<file path="config.mk">
export PLATFORM = sky130hd
export DESIGN_NAME = sorted_priority_queue_core
export DESIGN_NICKNAME = d
export VERILOG_FILES = /design/src/hdl/spq_pkg.sv /design/src/hdl/sorted_priority_queue_core.sv /design/src/hdl/spq_cell.sv
export SDC_FILE = /design/constraint.sdc
export NUM_CORES = 2
export LEC_CHECK = 0
export ABC_AREA = 1
export BUFFER_PORTS_ARGS = -buffer_cell sky130_fd_sc_hd__buf_4
export CAP_MARGIN = 40
export CORE_MARGIN = 3
export CORE_UTILIZATION = 65
export DETAILED_ROUTE_END_ITERATION = 6
export PLACE_DENSITY = 0.87
export SYNTH_ARGS = -nofsm -noshare
export SYNTH_HDL_FRONTEND = slang
export SYNTH_HIERARCHICAL = 1
export SYNTH_SLANG_ARGS = --single-unit
</file>
<file path="constraint.sdc">
create_clock -name i_clk -period 7.4 [get_ports i_clk]
set_input_delay 0.74 -clock i_clk [delete_from_list [all_inputs] [get_ports i_clk]]
set_output_delay 0.74 -clock i_clk [all_outputs]
set_load 0.01 [all_outputs]
</file>
<file path="src/hdl/spq_pkg.sv">
// Shared constants and types for the sorted priority queue.
// No dependencies.
package spq_pkg;

    localparam int FUNC_W   = 1;
    localparam int PRIO_W   = 16;
    localparam int PAY_W    = 32;
    localparam int STATUS_W = 2;
    localparam int COUNT_W  = 5;

    localparam int DEF_CAPACITY      = 16;
    localparam int DEF_PRIORITY_BITS = 16;
    localparam int DEF_PAYLOAD_BITS  = 32;

    localparam logic [FUNC_W-1:0] FUNC_INSERT = 1'b0;
    localparam logic [FUNC_W-1:0] FUNC_REMOVE = 1'b1;

    localparam logic [STATUS_W-1:0] ST_OK    = 2'd0;
    localparam logic [STATUS_W-1:0] ST_FULL  = 2'd1;
    localparam logic [STATUS_W-1:0] ST_EMPTY = 2'd2;

    typedef struct packed {
        logic ins;
        logic rem;
    } t_cell_ctrl;

endpackage

</file>
<file path="src/hdl/sorted_priority_queue_core.sv">
// Sorted priority queue top level: row of spq_cell slots, count and result register.
// Depends on spq_pkg and spq_cell.
//
// Takes one insert or remove per clock cycle; each operation yields one result,
// registered in the output register. All CAPACITY slots compare against the new
// priority in parallel and shift one place left or right in the same cycle,
// whatever the fill level. Input is taken whenever the output register is empty
// or its result is being transferred.
// Equal priorities leave in arrival order.
module sorted_priority_queue_core #(
    parameter int CAPACITY      = spq_pkg::DEF_CAPACITY,
    parameter int PRIORITY_BITS = spq_pkg::DEF_PRIORITY_BITS,
    parameter int PAYLOAD_BITS  = spq_pkg::DEF_PAYLOAD_BITS
) (
    input  logic                                i_clk,
    input  logic                                i_rst_n,
    input  logic                                i_valid,
    output logic                                o_ready,
    input  logic [spq_pkg::FUNC_W-1:0]          i_func,
    input  logic signed [spq_pkg::PRIO_W-1:0]   i_priority_req,
    input  logic [spq_pkg::PAY_W-1:0]           i_payload,
    output logic                                o_valid,
    input  logic                                i_ready,
    output logic [spq_pkg::STATUS_W-1:0]        o_status,
    output logic [spq_pkg::PAY_W-1:0]           o_removed_payload,
    output logic                                o_removed_valid,
    output logic [spq_pkg::COUNT_W-1:0]         o_count,
    output logic [spq_pkg::PAY_W-1:0]           o_top_payload,
    output logic                                o_top_valid
);

    localparam int CNT_W = $clog2(CAPACITY + 1);

    logic                            w_accept;
    logic                            w_full, w_empty;
    spq_pkg::t_cell_ctrl             w_ctrl;
    logic signed [PRIORITY_BITS-1:0] w_new_prio;
    logic        [PAYLOAD_BITS-1:0]  w_new_pay;

    logic                            w_shift [CAPACITY];
    logic                            w_valid [CAPACITY];
    logic signed [PRIORITY_BITS-1:0] w_prio  [CAPACITY];
    logic        [PAYLOAD_BITS-1:0]  w_pay   [CAPACITY];
    logic                            w_nvalid[CAPACITY];
    logic        [PAYLOAD_BITS-1:0]  w_npay  [CAPACITY];

    logic [CNT_W-1:0]                r_count, n_count;
    logic                            r_out_valid;
    logic [spq_pkg::STATUS_W-1:0]    r_status, n_status;
    logic [spq_pkg::PAY_W-1:0]       r_rem_pay, n_rem_pay;
    logic                            r_rem_valid, n_rem_valid;
    logic [spq_pkg::COUNT_W-1:0]     r_count_out;
    logic [spq_pkg::PAY_W-1:0]       r_top_pay, n_top_pay;
    logic                            r_top_valid;

    assign o_ready    = !r_out_valid || i_ready;
    assign w_accept   = i_valid && o_ready;
    assign w_full     = (r_count == CNT_W'(CAPACITY));
    assign w_empty    = (r_count == '0);
    assign w_new_prio = PRIORITY_BITS'(i_priority_req);
    assign w_new_pay  = PAYLOAD_BITS'(i_payload);

    assign w_ctrl = '{
        ins: w_accept && (i_func == spq_pkg::FUNC_INSERT) && !w_full,
        rem: w_accept && (i_func == spq_pkg::FUNC_REMOVE) && !w_empty
    };

    genvar g;
    generate
        for (g = 0; g < CAPACITY; g++) begin : g_cell
            logic                            l_shift, l_valid, nb_valid;
            logic signed [PRIORITY_BITS-1:0] l_prio, nb_prio;
            logic        [PAYLOAD_BITS-1:0]  l_pay, nb_pay;

            if (g == 0) begin : g_first
                assign l_shift = 1'b0;
                assign l_valid = 1'b0;
                assign l_prio  = '0;
                assign l_pay   = '0;
            end else begin : g_mid
                assign l_shift = w_shift[g-1];
                assign l_valid = w_valid[g-1];
                assign l_prio  = w_prio[g-1];
                assign l_pay   = w_pay[g-1];
            end

            if (g == CAPACITY - 1) begin : g_last
                assign nb_valid = 1'b0;
                assign nb_prio  = '0;
                assign nb_pay   = '0;
            end else begin : g_inner
                assign nb_valid = w_valid[g+1];
                assign nb_prio  = w_prio[g+1];
                assign nb_pay   = w_pay[g+1];
            end

            spq_cell #(
                .PRIORITY_BITS (PRIORITY_BITS),
                .PAYLOAD_BITS  (PAYLOAD_BITS)
            ) u_cell (
                .i_clk         (i_clk),
                .i_rst_n       (i_rst_n),
                .i_ctrl        (w_ctrl),
                .i_new_prio    (w_new_prio),
                .i_new_pay     (w_new_pay),
                .i_left_shift  (l_shift),
                .i_left_valid  (l_valid),
                .i_left_prio   (l_prio),
                .i_left_pay    (l_pay),
                .i_right_valid (nb_valid),
                .i_right_prio  (nb_prio),
                .i_right_pay   (nb_pay),
                .o_shift       (w_shift[g]),
                .o_valid       (w_valid[g]),
                .o_prio        (w_prio[g]),
                .o_pay         (w_pay[g]),
                .o_next_valid  (w_nvalid[g]),
                .o_next_pay    (w_npay[g])
            );
        end
    endgenerate

    always_comb begin
        n_count     = r_count;
        n_status    = spq_pkg::ST_OK;
        n_rem_pay   = '0;
        n_rem_valid = 1'b0;
        if (i_func == spq_pkg::FUNC_INSERT) begin
            if (w_full) begin
                n_status = spq_pkg::ST_FULL;
            end else begin
                n_count = r_count + CNT_W'(1);
            end
        end else begin
            if (w_empty) begin
                n_status = spq_pkg::ST_EMPTY;
            end else begin
                n_count     = r_count - CNT_W'(1);
                n_rem_pay   = spq_pkg::PAY_W'(w_pay[0]);
                n_rem_valid = 1'b1;
            end
        end
        n_top_pay = w_nvalid[0] ? spq_pkg::PAY_W'(w_npay[0]) : '0;
    end

    always_ff @(posedge i_clk) begin
        if (!i_rst_n) begin
            r_count     <= '0;
            r_out_valid <= 1'b0;
        end else begin
            if (w_accept) begin
                r_count     <= n_count;
                r_out_valid <= 1'b1;
            end else if (i_ready) begin
                r_out_valid <= 1'b0;
            end
        end
    end

    always_ff @(posedge i_clk) begin
        if (w_accept) begin
            r_status    <= n_status;
            r_rem_pay   <= n_rem_pay;
            r_rem_valid <= n_rem_valid;
            r_count_out <= spq_pkg::COUNT_W'(n_count);
            r_top_pay   <= n_top_pay;
            r_top_valid <= w_nvalid[0];
        end
    end

    assign o_valid           = r_out_valid;
    assign o_status          = r_status;
    assign o_removed_payload = r_rem_pay;
    assign o_removed_valid   = r_rem_valid;
    assign o_count           = r_count_out;
    assign o_top_payload     = r_top_pay;
    assign o_top_valid       = r_top_valid;

endmodule

</file>
<file path="src/hdl/spq_cell.sv">
// One slot of the sorted shift-register queue.
// Depends on spq_pkg.
module spq_cell #(
    parameter int PRIORITY_BITS = spq_pkg::DEF_PRIORITY_BITS,
    parameter int PAYLOAD_BITS  = spq_pkg::DEF_PAYLOAD_BITS
) (
    input  logic                            i_clk,
    input  logic                            i_rst_n,
    input  spq_pkg::t_cell_ctrl             i_ctrl,
    input  logic signed [PRIORITY_BITS-1:0] i_new_prio,
    input  logic        [PAYLOAD_BITS-1:0]  i_new_pay,
    input  logic                            i_left_shift,
    input  logic                            i_left_valid,
    input  logic signed [PRIORITY_BITS-1:0] i_left_prio,
    input  logic        [PAYLOAD_BITS-1:0]  i_left_pay,
    input  logic                            i_right_valid,
    input  logic signed [PRIORITY_BITS-1:0] i_right_prio,
    input  logic        [PAYLOAD_BITS-1:0]  i_right_pay,
    output logic                            o_shift,
    output logic                            o_valid,
    output logic signed [PRIORITY_BITS-1:0] o_prio,
    output logic        [PAYLOAD_BITS-1:0]  o_pay,
    output logic                            o_next_valid,
    output logic        [PAYLOAD_BITS-1:0]  o_next_pay
);

    logic                            r_valid, n_valid;
    logic signed [PRIORITY_BITS-1:0] r_prio, n_prio;
    logic        [PAYLOAD_BITS-1:0]  r_pay, n_pay;
    logic                            w_shift;

    // Slot moves right on insert when empty or strictly lower priority (FIFO on ties).
    assign w_shift = !r_valid || (r_prio < i_new_prio);

    always_comb begin
        n_valid = r_valid;
        n_prio  = r_prio;
        n_pay   = r_pay;
        if (i_ctrl.ins && w_shift) begin
            if (i_left_shift) begin
                n_valid = i_left_valid;
                n_prio  = i_left_prio;
                n_pay   = i_left_pay;
            end else begin
                n_valid = 1'b1;
                n_prio  = i_new_prio;
                n_pay   = i_new_pay;
            end
        end else if (i_ctrl.rem) begin
            n_valid = i_right_valid;
            n_prio  = i_right_prio;
            n_pay   = i_right_pay;
        end
    end

    always_ff @(posedge i_clk) begin
        if (!i_rst_n) begin
            r_valid <= 1'b0;
        end else begin
            r_valid <= n_valid;
        end
    end

    always_ff @(posedge i_clk) begin
        r_prio <= n_prio;
        r_pay  <= n_pay;
    end

    assign o_shift      = w_shift;
    assign o_valid      = r_valid;
    assign o_prio       = r_prio;
    assign o_pay        = r_pay;
    assign o_next_valid = n_valid;
    assign o_next_pay   = n_pay;

endmodule

</file>
---- Word-level counts from Yosys, hierarchy flattened ----
Cells that the tools add are included.
word-level totals
  register bits after elaboration ......... 863
  input port bits ......................... 53
  output and inout port bits .............. 75
  word-level logic and storage cells ...... 302
cells by class
  add/sub/neg operators ................... 2
  magnitude comparators ................... 16
  equal/unequal tests ..................... 1
  mux-type cells .......................... 150
  bitwise logic cells ..................... 1
  reduce and logical (&&, ||, !) cells .... 76
operator list
  kind                                              number
  2-to-1 mux 32 bit                                 47
  2-to-1 mux 16 bit                                 47
  < comparator 16 bit                               16
  2-to-1 mux 1 bit                                  51
  nonzero test 2 bit                                17
  logical AND 1 bit                                 21
  logical NOT 1 bit                                 19
  logical OR 1 bit                                  17
  2-to-1 mux 5 bit                                  3
  adder 5 x 1 -> 5 bit, second input constant       1
  equality test 5 bit, second input constant        1
  logical NOT 5 bit                                 1
  subtractor 5 x 1 -> 5 bit, second input constant  1
  2-to-1 mux 2 bit                                  2
  OR reduction 2 bit                                1
  inverter 1 bit                                    1

---- Logic depth before layout (Yosys ltp) ----
  depth in word-level cells ............... 7
  mapped depth ............................ 20
  mapped depth without buffers ............ 18

---- Cells and area by module ----
Netlist, hierarchy kept.
by module, submodules not included
  module                             times used  cells each  area an instance (µm²)  seq. area each (µm²)
  spq_cell at g_cell[15].u_cell ...  10          411         2997.9                  1141.1
  spq_cell at g_cell[0].u_cell ...   6           413         3005.4                  1141.1
  sorted_priority_queue_core         1           291         3209.3                  2312.2

---- Worst setup path after synthesis ----
Ideal clock, no wire load.
  path type ............................... input-to-reg
  start point ............................. input port i_ready
  end point ............................... register g_cell[0].u_cell.r_prio[0], enable pin
  library setup time ...................... 0.372 ns
  arrival ................................. 4.229 ns
  required time ........................... 7.028 ns
  slack ................................... 2.799 ns
  stages .................................. 7
  buffers on the path ..................... 1
  cells stage by stage .................... inv_1 -> nand2_1 -> nand2_1 -> nor2_1 -> nand2_4 -> clkbuf_2 -> nand2_1
RTL lines
  what                  line                              RTL
  start, declared       sorted_priority_queue_core.sv:23  input logic i_ready,
  end signal, assigned  spq_cell.sv:65                    r_prio <= n_prio;
  end, declared         spq_cell.sv:28                    logic signed [PRIORITY_BITS-1:0] r_prio, n_prio;

==> reports/results.md <==
| Step | Metric | This run |
|---|---|---|
| outcome | Outcome | finished, final reports clean |
| placed design | Placed standard-cell area | 52,000 sq um |
| worst setup path | Crit. End Element | flop |
| floorplan | Initial Util | 65.8% |
| clocking | Clock buffer depth | 3 |
| route | Remaining design rule violation count | 0 |
| floorplan | DIE HEIGHT | 287 um |
| sta | Setup total negative slack | 0 ns |
| layout | Commonest non-fill, non-tap cells in the layout | sky130_fd_sc_hd__nand2_1 (2,972), sky130_fd_sc_hd__o21ai_0 (894), sky130_fd_sc_hd__dfxtp_1 (534) |
| placed design | Pre-CTS setup slack | 2.83 ns |
| placed design | HPWL Detailed | 81.9 mm |
| worst setup path | Cell depth of the worst flop-to-flop path | 8 |
| power and ir drop | Power Total | 17.2 mW |
| layout | Finished Cell Area | 55,200 sq um |
| clocking | TritonCTS clock tree | yes |
| synthesis | Average cell area after synthesis | 7.45 sq um |
| route | Mean routed wirelength per cell | 14.9 um |
| floorplan | Number of I/O pins | 128 |
| worst setup path | Critical path required time | 7.67 ns |
| placed design | Number of port buffers | 127 |
| global route | Grt ovf | 0 |
| clocking | Clock transition at path regs | 0.06 ns |
| route | First-pass detailed-route iteration total | 6 |
| worst setup path | Worst EP arrival | 4.88 ns |
| synthesis | Syn. warnings | 6 |
| clocking | CTS sink cnt | 863 |
| worst hold path | HP Start | i_ready |
| clocking | Master cell of the clock root buffer | sky130_fd_sc_hd__clkbuf_16 |
| sta | Final period utilization | 62.3% |
| route | Total Routed Length | 119 mm |
| worst setup path | Largest fanout of any net on the critical path | 175 |
| placed design | Post-placement cell count | 7,776 |
| worst setup path | Kind of launch point of the worst setup path | flop |
| route | Post-DR vias/cell | 5.48 |
| sta | RSZ-0062 raised after global routing | false |
| floorplan | Width of the chip | 287 um |
| sta | Peak Freq | 217 MHz |
| power and ir drop | Largest vdd supply drop | 0.216 mV |
| sta | Final Hold Vio Count | 0 |
| worst setup path | Register-to-register setup slack | 2.79 ns |
| route | Routed via count | 43,600 |
| clocking | Count of buffers added by post-CTS timing repair for setup | 0 |
| sta | Final critical path time including I/O delays and setup | 4.61 ns |
| layout | Area added between synthesis and finish | 7.86% |
| worst setup path | Critical path type | flop to flop |
| global route | Total routing usage reported by global routing | 28.0% |
| layout | Layout cells sized above 1 | 5.13% |
| sta | Slew Limit Headroom | 39.7% |
| floorplan | Area of the core region | 77,700 sq um |
| layout | Number of nets in the layout | 7,127 |
| route | Antenna Nets Post-Route | 0 |
| layout | Most common cell after layout, fill and taps aside | sky130_fd_sc_hd__nand2_1 |
| clocking | Hold_buf cts | 0 |
| worst setup path | Crit Reg-Reg Endpoint | g_cell[5].u_cell/o_prio[7] |
| sta | Worst-Margin Slew | 0.898 ns |
| worst hold path | Hold Path Stages | 4 |
| clocking | H-tree Lvls | 3 |
| route | Initial DRC Count | 3,938 |
| clocking | Total clock buffers created by CTS | 93 |
| layout | Non-filler cells, final | 7,948 |
| clocking | Clock insertion delay at the later pin of the skew report | 0.68 ns |
| sta | Final setup fails | 0 |
| worst setup path | Source of the worst register-to-register timing path | r_count[0] |
| clocking | Resize count post-CTS | 0 |
| synthesis | Cell Area, Synth | 51,200 sq um |
| global route | Wire length of the first global-routing pass | 197 mm |
| job | Max-cap violation count | 0 |
| sta | Setup clock skew after layout | 0.0474 ns |
| sta | Setup WS post-layout | 2.79 ns |
| global route | Pin count of the biggest net entering global routing | 176 |
| power and ir drop | Power Density | 312 nW/um^2 |
| synthesis | Count of mapped cells out of synthesis | 6,864 |
| floorplan | Die area | 82,100 sq um |
| placed design | RePlAce Congestion | 0.887 |
| global route | Number of antenna violations at the first check in global routing | 4 |
| sta | Max-slew violations | 0 |
| power and ir drop | Leakage | 28.6 nW |
| worst hold path | Kind of path behind the tightest hold check | input port to flop |
| floorplan | Placement Rows | 102 |
| worst hold path | WHS Endpoint | o_valid |
| global route | Via count of the first global-routing pass | 40,600 |
[routing by layer]
layer	up-vias	track usage, %	share of wire [%]
met3	174	3.38	6.7
met2	1505	45.5	45
met5	-	0	0
met1	19700	39.4	46
li1	22200	-	-
met4	0	8.41	2.1
[state kept, by name, summed over array words and instances (netlist names)]
register / count
g_cell.u_cell/o_prio: 256
g_cell.u_cell/o_pay: 512
o_top_valid: 1
o_count: 5
o_status: 2
o_top_payload: 32
r_count: 5
o_removed_payload: 32
g_cell.u_cell/o_valid: 16
o_valid: 1
o_removed_valid: 1
[critical path, cell delays in order (launching register included)]
cell                       delay (ns)
sky130_fd_sc_hd__dfxtp_1         0.38
sky130_fd_sc_hd__inv_1           0.12
sky130_fd_sc_hd__ha_1            0.30
sky130_fd_sc_hd__nand3_2         0.12
sky130_fd_sc_hd__nand2_4         0.24
sky130_fd_sc_hd__nor2_4          0.56
sky130_fd_sc_hd__buf_12          0.54
sky130_fd_sc_hd__clkinv_1        0.94
sky130_fd_sc_hd__nand2_1         0.88
[per-stage QoR]
step                      hold WS, ns  utilization, %
final                           0.384            71.0
after CTS                       0.357            71.0
after global routing            0.418            71.0
after floorplan                 0.514               -
after global placement          0.503            66.8
after detailed placement        0.513            66.9
[final cells by class]
cell class | count | area (sq um)
antenna | 4 | 10.0
timing repair buffer | 165 | 1370
clock buffer | 118 | 2510
fill | 5810 | 22500
inverter | 474 | 1780
clock inverter | 49 | 616
sequential | 863 | 20600
multi-input combinational | 5235 | 27000
tap | 1040 | 1300
[worst max path at each step]
stage                                        to        from  cells past startpoint  slack (ns)
finish               g_cell[5].u_cell/o_prio[7]  r_count[0]                      8        2.79
CTS                  g_cell[7].u_cell/o_prio[2]  r_count[0]                      8        2.83
floorplan            g_cell[0].u_cell/o_prio[0]     i_ready                      7        2.80
detailed placement   g_cell[6].u_cell/o_prio[5]     i_ready                      8        2.83
global route        g_cell[3].u_cell/o_prio[11]  r_count[0]                      8        2.37
global placement     g_cell[3].u_cell/o_prio[6]     i_ready                      8        2.94
[power by group]
| group | leakage, nW | switching, mW | total [mW] | internal [mW] |
|---|---|---|---|---|
| Clock | 1.51 | 1.98 | 4.74 | 2.77 |
| Sequential | 7.58 | 1.18 | 7.76 | 6.58 |
| Combinational | 19.5 | 2.75 | 4.72 | 1.97 |
No activity file was read; power rests on OpenSTA's default activity.
